**src/hw/rtl/serial_frame_receiver_macros.svh**
```systemverilog
// ---------------------------------------------------------------------------
// serial_frame_receiver assertion macros
// shared concurrent assertion forms for the receiver
// ---------------------------------------------------------------------------
`ifndef SERIAL_FRAME_RECEIVER_MACROS_SVH
`define SERIAL_FRAME_RECEIVER_MACROS_SVH

// same-cycle implication, checked outside reset
`define SFR_ASSERT_SAME(label, clk, rst_n, ante, cons) \
    label: assert property (@(posedge clk) disable iff (!rst_n) (ante) |-> (cons)) \
        else $error("serial_frame_receiver: same-cycle check failed");

// next-cycle implication, checked outside reset
`define SFR_ASSERT_NEXT(label, clk, rst_n, ante, cons) \
    label: assert property (@(posedge clk) disable iff (!rst_n) (ante) |=> (cons)) \
        else $error("serial_frame_receiver: next-cycle check failed");

`endif

```
**src/hw/rtl/sfr_pkg.sv**
```systemverilog
// ---------------------------------------------------------------------------
// sfr_pkg
// shared types and constants of the serial frame receiver
// ---------------------------------------------------------------------------
`default_nettype none

package sfr_pkg;

    // frame store depth and its address width
    localparam int BUF_DEPTH = 64;
    localparam int ADDR_W    = $clog2(BUF_DEPTH);

    // fixed positions inside a frame
    localparam int HDR2_POS = 2;
    localparam int HDR3_POS = 3;
    localparam int LEN_POS  = 4;
    // longest length byte that still fits: 5 header bytes + data + checksum
    localparam int MAX_LEN  = BUF_DEPTH - LEN_POS - 2;

    // register reset values
    localparam logic [7:0]  SYNC_RST    = 8'hFC;
    localparam logic [7:0]  HDR2_RST    = 8'h01;
    localparam logic [7:0]  HDR3_RST    = 8'h30;
    localparam logic [15:0] TIMEOUT_RST = 16'd500;
    localparam logic [15:0] IDLE_MAX    = 16'hFFFF;

    typedef enum logic [2:0] {
        EV_BYTE     = 3'd0,
        EV_CHECKSUM = 3'd1,
        EV_LENGTH   = 3'd2,
        EV_HEADER   = 3'd3,
        EV_TIMEOUT  = 3'd4
    } t_event;

    typedef enum logic [1:0] {
        REG_SYNC    = 2'd0,
        REG_HDR2    = 2'd1,
        REG_HDR3    = 2'd2,
        REG_TIMEOUT = 2'd3
    } t_reg_idx;

    typedef enum logic {
        REQ_BYTE = 1'b0,
        REQ_TICK = 1'b1
    } t_req;

    typedef enum logic [1:0] {
        ST_IDLE,
        ST_READ,
        ST_LOAD
    } t_state;

    // controller to datapath
    typedef struct packed {
        logic take;      // input transfer this cycle
        logic rd_start;  // prime store read at position zero
        logic load;      // move read data into the output register
    } t_cmd;

    // datapath to controller
    typedef struct packed {
        logic frame_done;  // accepted byte completes a good frame
        logic out_free;    // output register can take a new result
        logic emit_last;   // read data holds the final frame byte
    } t_sts;

endpackage

`default_nettype wire

```
**src/hw/rtl/sfr_ctrl.sv**
```systemverilog
// ---------------------------------------------------------------------------
// sfr_ctrl
// sequencer: input acceptance and frame replay control
// ---------------------------------------------------------------------------
`default_nettype none

module sfr_ctrl
    import sfr_pkg::*;
(
    input  wire logic i_clk,
    input  wire logic i_rst_n,
    input  wire logic i_s_tvalid,
    output logic      o_s_tready,
    input  wire t_sts i_sts,
    output t_cmd      o_cmd
);

    t_state r_state;
    t_state n_state;

    always_ff @(posedge i_clk) begin
        if (!i_rst_n) begin
            r_state <= ST_IDLE;
        end else begin
            r_state <= n_state;
        end
    end

    // next state
    always_comb begin
        n_state = r_state;
        unique case (r_state)
            ST_IDLE: begin
                if (i_s_tvalid && i_sts.out_free && i_sts.frame_done) begin
                    n_state = ST_READ;
                end
            end
            ST_READ: begin
                n_state = ST_LOAD;
            end
            ST_LOAD: begin
                if (i_sts.out_free && i_sts.emit_last) begin
                    n_state = ST_IDLE;
                end
            end
            default: n_state = ST_IDLE;
        endcase
    end

    // outputs
    always_comb begin
        o_s_tready     = 1'b0;
        o_cmd.take     = 1'b0;
        o_cmd.rd_start = 1'b0;
        o_cmd.load     = 1'b0;
        unique case (r_state)
            ST_IDLE: begin
                o_s_tready = i_sts.out_free;
                o_cmd.take = i_s_tvalid && i_sts.out_free;
            end
            ST_READ: begin
                o_cmd.rd_start = 1'b1;
            end
            ST_LOAD: begin
                o_cmd.load = i_sts.out_free;
            end
            default: o_s_tready = 1'b0;
        endcase
    end

endmodule

`default_nettype wire

```
**src/hw/rtl/sfr_datapath.sv**
```systemverilog
// ---------------------------------------------------------------------------
// sfr_datapath
// registers, frame store, frame checks and output register
// ---------------------------------------------------------------------------
`default_nettype none

module sfr_datapath
    import sfr_pkg::*;
(
    input  wire logic        i_clk,
    input  wire logic        i_rst_n,
    input  wire t_cmd        i_cmd,
    output t_sts             o_sts,
    input  wire logic        i_req_type,
    input  wire logic [7:0]  i_rx_byte,
    input  wire logic        i_cfg_valid,
    input  wire logic [1:0]  i_cfg_index,
    input  wire logic [15:0] i_cfg_data,
    input  wire logic        i_m_tready,
    output logic             o_m_tvalid,
    output logic [2:0]       o_event,
    output logic [7:0]       o_byte,
    output logic [5:0]       o_index,
    output logic             o_last
);

    // configuration
    logic [7:0]  r_sync;
    logic [7:0]  r_hdr2;
    logic [7:0]  r_hdr3;
    logic [15:0] r_timeout;

    // frame state
    logic [ADDR_W-1:0] r_fill,   n_fill;
    logic [7:0]        r_sum,    n_sum;
    logic [15:0]       r_idle,   n_idle;
    logic [ADDR_W-1:0] r_len_m1, n_len_m1;

    // store and replay
    logic [7:0]        r_mem [BUF_DEPTH];
    logic [7:0]        r_rdata;
    logic [ADDR_W-1:0] r_rd_idx;
    logic [ADDR_W-1:0] rd_addr;
    logic              rd_en;
    logic              wr_en;

    // output register
    logic        r_out_valid;
    t_event      r_out_event;
    logic [7:0]  r_out_byte;
    logic [5:0]  r_out_index;
    logic        r_out_last;

    logic        fail;
    t_event      fail_ev;
    logic        done;
    logic [15:0] idle_inc;
    logic        emit_last;

    always_ff @(posedge i_clk) begin
        if (!i_rst_n) begin
            r_sync    <= SYNC_RST;
            r_hdr2    <= HDR2_RST;
            r_hdr3    <= HDR3_RST;
            r_timeout <= TIMEOUT_RST;
        end else if (i_cfg_valid) begin
            unique case (t_reg_idx'(i_cfg_index))
                REG_SYNC:    r_sync    <= i_cfg_data[7:0];
                REG_HDR2:    r_hdr2    <= i_cfg_data[7:0];
                REG_HDR3:    r_hdr3    <= i_cfg_data[7:0];
                REG_TIMEOUT: r_timeout <= i_cfg_data;
                default:     r_sync    <= r_sync;
            endcase
        end
    end

    assign idle_inc  = (r_idle == IDLE_MAX) ? r_idle : r_idle + 16'd1;
    assign emit_last = (r_rd_idx == r_len_m1);

    // per-item checks
    always_comb begin
        fail     = 1'b0;
        fail_ev  = EV_BYTE;
        done     = 1'b0;
        wr_en    = 1'b0;
        n_fill   = r_fill;
        n_sum    = r_sum;
        n_idle   = r_idle;
        n_len_m1 = r_len_m1;
        if (i_cmd.take) begin
            if (t_req'(i_req_type) == REQ_BYTE) begin
                n_idle = '0;
                if (r_fill != '0 || i_rx_byte == r_sync) begin
                    wr_en  = 1'b1;
                    n_fill = r_fill + ADDR_W'(1);
                    n_sum  = r_sum + i_rx_byte;
                    priority if (r_fill == ADDR_W'(HDR2_POS)) begin
                        if (i_rx_byte != r_hdr2) begin
                            fail    = 1'b1;
                            fail_ev = EV_HEADER;
                        end
                    end else if (r_fill == ADDR_W'(HDR3_POS)) begin
                        if (i_rx_byte != r_hdr3) begin
                            fail    = 1'b1;
                            fail_ev = EV_HEADER;
                        end
                    end else if (r_fill == ADDR_W'(LEN_POS)) begin
                        if (i_rx_byte > 8'(MAX_LEN)) begin
                            fail    = 1'b1;
                            fail_ev = EV_LENGTH;
                        end else begin
                            // position of the checksum byte
                            n_len_m1 = ADDR_W'(i_rx_byte + 8'(LEN_POS + 1));
                        end
                    end else if (r_fill > ADDR_W'(LEN_POS) && r_fill == r_len_m1) begin
                        if (i_rx_byte != (r_sync - r_sum)) begin
                            fail    = 1'b1;
                            fail_ev = EV_CHECKSUM;
                        end else begin
                            done = 1'b1;
                        end
                    end else begin
                        fail = 1'b0;
                    end
                end
            end else begin
                n_idle = idle_inc;
                if (r_fill != '0 && idle_inc > r_timeout) begin
                    fail    = 1'b1;
                    fail_ev = EV_TIMEOUT;
                end
            end
            if (fail || done) begin
                n_fill = '0;
                n_sum  = '0;
            end
        end
    end

    always_ff @(posedge i_clk) begin
        if (!i_rst_n) begin
            r_fill <= '0;
            r_sum  <= '0;
            r_idle <= '0;
        end else begin
            r_fill <= n_fill;
            r_sum  <= n_sum;
            r_idle <= n_idle;
        end
    end

    always_ff @(posedge i_clk) begin
        r_len_m1 <= n_len_m1;
    end

    // frame store: one write port, one registered read port
    assign rd_en   = i_cmd.rd_start || (i_cmd.load && !emit_last);
    assign rd_addr = i_cmd.rd_start ? '0 : r_rd_idx + ADDR_W'(1);

    always_ff @(posedge i_clk) begin
        if (wr_en) begin
            r_mem[r_fill] <= i_rx_byte;
        end
        if (rd_en) begin
            r_rdata  <= r_mem[rd_addr];
            r_rd_idx <= rd_addr;
        end
    end

    // output register
    always_ff @(posedge i_clk) begin
        if (!i_rst_n) begin
            r_out_valid <= 1'b0;
        end else if (fail || i_cmd.load) begin
            r_out_valid <= 1'b1;
        end else if (i_m_tready) begin
            r_out_valid <= 1'b0;
        end
    end

    always_ff @(posedge i_clk) begin
        if (fail) begin
            r_out_event <= fail_ev;
            r_out_byte  <= '0;
            r_out_index <= '0;
            r_out_last  <= 1'b1;
        end else if (i_cmd.load) begin
            r_out_event <= EV_BYTE;
            r_out_byte  <= r_rdata;
            r_out_index <= 6'(r_rd_idx);
            r_out_last  <= emit_last;
        end
    end

    assign o_sts.frame_done = done;
    assign o_sts.out_free   = !r_out_valid || i_m_tready;
    assign o_sts.emit_last  = emit_last;

    assign o_m_tvalid = r_out_valid;
    assign o_event    = r_out_event;
    assign o_byte     = r_out_byte;
    assign o_index    = r_out_index;
    assign o_last     = r_out_last;

endmodule

`default_nettype wire

```
**src/hw/rtl/serial_frame_receiver.sv**
```systemverilog
// ---------------------------------------------------------------------------
// serial_frame_receiver
// framed serial byte receiver with sync, header, length and checksum checks
// ---------------------------------------------------------------------------
// Each input transfer is either one received byte (tuser 0) or one idle
// tick (tuser 1). While no frame is open, bytes other than the sync value
// are skipped without a result. A sync byte opens a frame; bytes two and
// three must match the header registers (a bad byte is dropped, not taken
// as a new sync), byte four is the length L, and the frame holds 6 + L
// bytes, the last being (sync - sum of earlier bytes) mod 256. Frames that
// do not fit the 64-byte store are rejected when byte four arrives. A good
// frame is replayed byte by byte with tlast on its final byte; every
// failure gives one event transfer with tlast set. Ticks past idle_timeout
// drop an open frame. While no frame is being replayed, the input is taken
// whenever the output register is empty or being drained. After the byte
// that completes a good frame, tready stays low while the store's
// registered read port is primed and then while the frame is replayed
// byte by byte from that single port. The user must write configuration
// through the cfg channel only while the block is idle; the block does
// not enforce this itself.
// ---------------------------------------------------------------------------
`default_nettype none

`include "serial_frame_receiver_macros.svh"

module serial_frame_receiver
    import sfr_pkg::*;
(
    input  wire logic        i_clk,
    input  wire logic        i_rst_n,
    // input stream
    input  wire logic        i_s_tvalid,
    output logic             o_s_tready,
    input  wire logic [7:0]  i_s_tdata,   // [7:0] rx_byte
    input  wire logic [0:0]  i_s_tuser,   // [0] req_type
    // result stream
    output logic             o_m_tvalid,
    input  wire logic        i_m_tready,
    output logic [15:0]      o_m_tdata,   // [7:0] out_byte, [13:8] byte_index, [15:14] zero
    output logic [2:0]       o_m_tuser,   // [2:0] event_res
    output logic             o_m_tlast,
    // register writes
    input  wire logic        i_cfg_valid,
    output logic             o_cfg_ready,
    input  wire logic [1:0]  i_cfg_index,
    input  wire logic [15:0] i_cfg_data
);

    t_cmd       cmd;
    t_sts       sts;
    logic [2:0] out_event;
    logic [7:0] out_byte;
    logic [5:0] out_index;

    // sequencer
    sfr_ctrl u_ctrl (
        .i_clk      (i_clk),
        .i_rst_n    (i_rst_n),
        .i_s_tvalid (i_s_tvalid),
        .o_s_tready (o_s_tready),
        .i_sts      (sts),
        .o_cmd      (cmd)
    );

    // checks, store and output register
    sfr_datapath u_dp (
        .i_clk       (i_clk),
        .i_rst_n     (i_rst_n),
        .i_cmd       (cmd),
        .o_sts       (sts),
        .i_req_type  (i_s_tuser[0]),
        .i_rx_byte   (i_s_tdata),
        .i_cfg_valid (i_cfg_valid),
        .i_cfg_index (i_cfg_index),
        .i_cfg_data  (i_cfg_data),
        .i_m_tready  (i_m_tready),
        .o_m_tvalid  (o_m_tvalid),
        .o_event     (out_event),
        .o_byte      (out_byte),
        .o_index     (out_index),
        .o_last      (o_m_tlast)
    );

    // register writes are always taken
    assign o_cfg_ready = 1'b1;

    assign o_m_tdata = {2'b00, out_index, out_byte};
    assign o_m_tuser = out_event;

    // an event result always closes its input
    `SFR_ASSERT_SAME(a_event_is_last, i_clk, i_rst_n, o_m_tvalid && (o_m_tuser != EV_BYTE), o_m_tlast)
    // replay keeps going once a non-final byte is taken
    `SFR_ASSERT_NEXT(a_replay_continues, i_clk, i_rst_n, o_m_tvalid && i_m_tready && !o_m_tlast, o_m_tvalid)
    // no input is taken while a frame is being replayed
    `SFR_ASSERT_SAME(a_no_input_in_replay, i_clk, i_rst_n, o_m_tvalid && !o_m_tlast, !o_s_tready)

endmodule

`default_nettype wire
```
**config.mk**
```make
export PLATFORM = sky130hd
export DESIGN_NAME = serial_frame_receiver
export DESIGN_NICKNAME = d
export VERILOG_FILES = /design/src/hw/rtl/sfr_pkg.sv /design/src/hw/rtl/sfr_ctrl.sv /design/src/hw/rtl/sfr_datapath.sv /design/src/hw/rtl/serial_frame_receiver.sv
export VERILOG_INCLUDE_DIRS = /design/src /design/src/hw/rtl
export SDC_FILE = /design/constraint.sdc
export NUM_CORES = 1
export LEC_CHECK = 0
export BUFFER_PORTS_ARGS = -buffer_cell sky130_fd_sc_hd__buf_2
export CAP_MARGIN = 20
export CORE_UTILIZATION = 50
export CTS_BUF_LIST = sky130_fd_sc_hd__clkbuf_4
export DETAILED_ROUTE_END_ITERATION = 6
export PLACE_DENSITY = 0.62
export SYNTH_ARGS = -nofsm -noshare
export SYNTH_HDL_FRONTEND = slang
export SYNTH_SLANG_ARGS = --single-unit
```
**constraint.sdc**
```tcl
create_clock -name i_clk -period 4.75 [get_ports i_clk]
set_clock_uncertainty 0.1 [all_clocks]
set_input_delay 0.95 -clock i_clk [delete_from_list [all_inputs] [get_ports i_clk]]
set_output_delay 0.95 -clock i_clk [all_outputs]
set_load 0.02 [all_outputs]
```
==> out/metrics.csv <==
metric,value,unit
status,"finished, final reports clean",
"Slowest-stage cell, CP",a21oi_2,
DP HPWL,41280,um
cells along the critical path,ha_1 > and2_1 > and4_1 > nand3_1 > nand3_1 > xnor2_1 > ha_1 > a21o_1 > a21o_1 > a21o_1 > a2111o_1 > a21oi_2 > buf_4 > mux2i_1 > nor2_1,
top cell family by delay on the critical path,compound AO/OA/AOI/OAI gates,
cell type with the highest aggregate area in the netlist,edfxtp_1,
nets,2213,
number of post-CTS setup repair buffers,0,
count of warnings emitted by yosys,0,
maximum buffer depth of the clock tree,3,
peak supply drop,0.2036,mV
total number of vias,17030,
TritonCTS clock tree,built,
reported leakage power,0.01074,uW
leading cell types by total area after synthesis,"edfxtp_1, dfxtp_1, mux2i_1",
most used flip-flop cell after synthesis,edfxtp_1,
vertical extent of the die,234.1,um
number of enable-type register cells in the synthesized netlist,535,
CTS Root Buffer Type,clkbuf_4,
power share of the clock group,0.427,
Layout fillers,4392,
# Max-Cap Violations,0,
number of top-level pins,55,
ranking of synthesized cells by instance count,"edfxtp_1, nand2_1, mux2i_1",
area of the multi-input gates,8386,um2
biggest cell delay along the critical path,0.50,ns
worst-path maximum fanout,14,
number of routed nets with antenna violations,0,
effective utilization at floorplan,0.5093,
unrepaired setup endpoints after global routing,no,
all-layer global routing usage,0.2533,
placement row count,84,
wire length per cell,23.06,um
part of the total power dissipated in sequential elements,0.545,
Die Area,54780,um2
routability congestion estimate,0.8475,
layout overhead on the synthesized area,12.12,%
cell-internal power,8598,uW
worst hold slack across all endpoints,0.1556,ns
post-synthesis register bit count,623,
via count normalized by instance count,5.769,
count of mapped cells out of synthesis,1979,
final WL,68080,um
sequential cell area,17830,um2
count of different cell masters after synthesis,67,
Final Non-Filler Cells,2952,
instance area after placement,28060,um2
worst skew pair latency,0.95,ns
post-CTS clock slew at the launch and capture registers of the worst setup and hold paths,0.07,ns
Crit path top cell by count,a21o_1,
switching power total,2359,uW
utilization after layout,0.5710,
First-pass DRT Iterations,6,
drt initial violations,1478,
post-synthesis sequential area ratio,0.6621,
critical path data required time,5.42,ns
core footprint,52870,um2
final cell area excluding filler cells,30190,um2
total negative slack,0,ns
Worst-Margin Slew,1.083,ns
arrival time reported for the critical path endpoint,5.01,ns
global-route wire length before repair,101600,um
final critical-path share of the clock period,0.9147,
combined buffer and inverter count along the critical path,1,
GR Overflow Total,0,
type of the worst setup path,reg2reg,
dominant cell by count in the synthesized netlist,edfxtp_1,
critical path endpoint category,flip-flop,
number of global-route vias before repair,16890,
area fraction of the dominant cell type after synthesis,0.5967,
worst-case headroom to the max-slew limit,0.2747,
worst min path class,in2reg,
element type at the critical path start,flip-flop,
max frequency,0.2302,GHz
# placed instances,2662,
detailed-route DRC error count,0,
average cell area after synthesis,13.60,um2
Max Transition Viols Final,0,
die width,234.1,um
count of final hold-check violations,0,
async set or reset register ratio after synthesis,0,
share of layout cells above drive strength 1,0.1984,
"Min Clock Period, post-route",4.345,ns
H-tree depth,4,
clock sink count,623,
combinational share of power,0.027,
number of buffer cells added on primary ports,51,
antenna violations before repair,1,
power per unit of standard cell area,363.0,nW/um2
largest net degree at the start of global routing,74,
Post-Synthesis Cell Area,26920,um2
share of total power consumed by net switching,0.2153,
cts bufs inserted,164,
setup violators final,0,
[worst reg2reg max path, stage by stage (launching register included)]
cell and delay, ns:
dfxtp_1 0.40, ha_1 0.19, and2_1 0.24, and4_1 0.32, nand3_1 0.36, nand3_1 0.27
xnor2_1 0.09, ha_1 0.18, a21o_1 0.17, a21o_1 0.17, a21o_1 0.18, a2111o_1 0.46
a21oi_2 0.50, buf_4 0.27, mux2i_1 0.22, nor2_1 0.06
[timing repair]
action / in CTS / in global routing
gates resized for setup: 0 / 0
hold buffers: 1 / 0
hold endpoints to repair: 1 / 0
[power by group through the flow]
| stage | registers [uW] | logic [uW] | clock network [uW] |
|---|---|---|---|
| after floorplan | 6100 | 136 | 0 |
| after global placement | 6090 | 295 | 0 |
| after detailed placement | 6090 | 301 | 0 |
| after CTS | 5970 | 302 | 4800 |
| after global routing | 5970 | 328 | 5080 |
| final | 5970 | 299 | 4680 |
[logic make-up after synthesis]
kind of cell    count (synthesis)  synth area share
flops                         623            0.6621
simple gates                  582           0.09917
compound gates                306           0.08426
mux                           185           0.08374
buf+inv                       167           0.02733
xor+xnor                       75           0.02440
fa+ha+maj                      39           0.01868
other cells                     2         0.0002789
[layer usage]
layer  vias to the layer above  track usage  part of all wire
met1                      8442       0.3393              0.43
met4                         0       0.1086             0.029
met2                       600       0.3961              0.48
li1                       7872            -                 -
met5                         -            0                 0
met3                       115      0.05897             0.064
[registers in the layout, summed over array words and instances, names as in the netlist]
signal and cells:
u_dp.r_rdata 8, u_ctrl.r_state 2, u_dp.r_timeout 16, u_dp.r_hdr2 8, u_dp.r_len_m1 6, u_dp.r_sync 8, u_dp.o_index 6, u_dp.r_idle 16
u_dp.o_byte 8, u_dp.o_m_tvalid 1, u_dp.o_event 3, u_dp.r_hdr3 8, u_dp.r_mem 512, u_dp.r_fill 6, u_dp.r_sum 8, u_dp.o_last 1
u_dp.r_rd_idx 6
[area by class of cell]
| cell class | instances | share of cell area |
|---|---|---|
| Tap cell | 688 | 0.02852 |
| Clock buffer | 258 | 0.06416 |
| Timing Repair Buffer | 123 | 0.02810 |
| Clock inverter | 29 | 0.005720 |
| Inverter | 40 | 0.005057 |
| Antenna cell | 1 | 0.00008290 |
| Multi-Input combinational cell | 1190 | 0.2778 |
| Sequential cell | 623 | 0.5906 |
[path summary, 6_finish.rpt]
check	startpoint	endpoint	slack (ns)	cells after the start
max	u_dp.r_idle[0]$_SDFFE_PN0P_	u_dp.r_sum[5]$_SDFFE_PN0P_	0.41	15
min	i_cfg_data[15]	u_dp.r_timeout[15]$_SDFFE_PN0P_	0.16	3
max reg2reg	u_dp.r_idle[0]$_SDFFE_PN0P_	u_dp.r_sum[5]$_SDFFE_PN0P_	0.41	15
min reg2reg	u_dp.o_byte[1]$_SDFFE_PP0P_	u_dp.o_byte[1]$_SDFFE_PP0P_	0.36	2
[per-stage QoR]
stage / worst slack (ns) / power, uW
6_report: 0.4051 / 10960
5_1_grt: 0.06576 / 11380
4_1_cts: 0.3888 / 11080
2_1_floorplan: 0.7252 / 6240
3_3_place_gp: 0.5391 / 6385
3_5_place_dp: 0.4208 / 6393
[placed cells by master (no fill, tap or decap), types with 30 or more instances in the layout]
cell and count:
a311oi_1 56, buf_2 51, dfxtp_1 88, nor2_1 99
inv_1 37, xor2_1 30, a211oi_1 41, edfxtp_1 535
nand2_1 269, xnor2_1 45, and2_1 52, a21oi_1 40
mux4_2 32, clkbuf_4 258, mux2i_1 151, nand3_1 68
ha_1 37, buf_4 67
No activity file was read; power rests on OpenSTA's default activity.
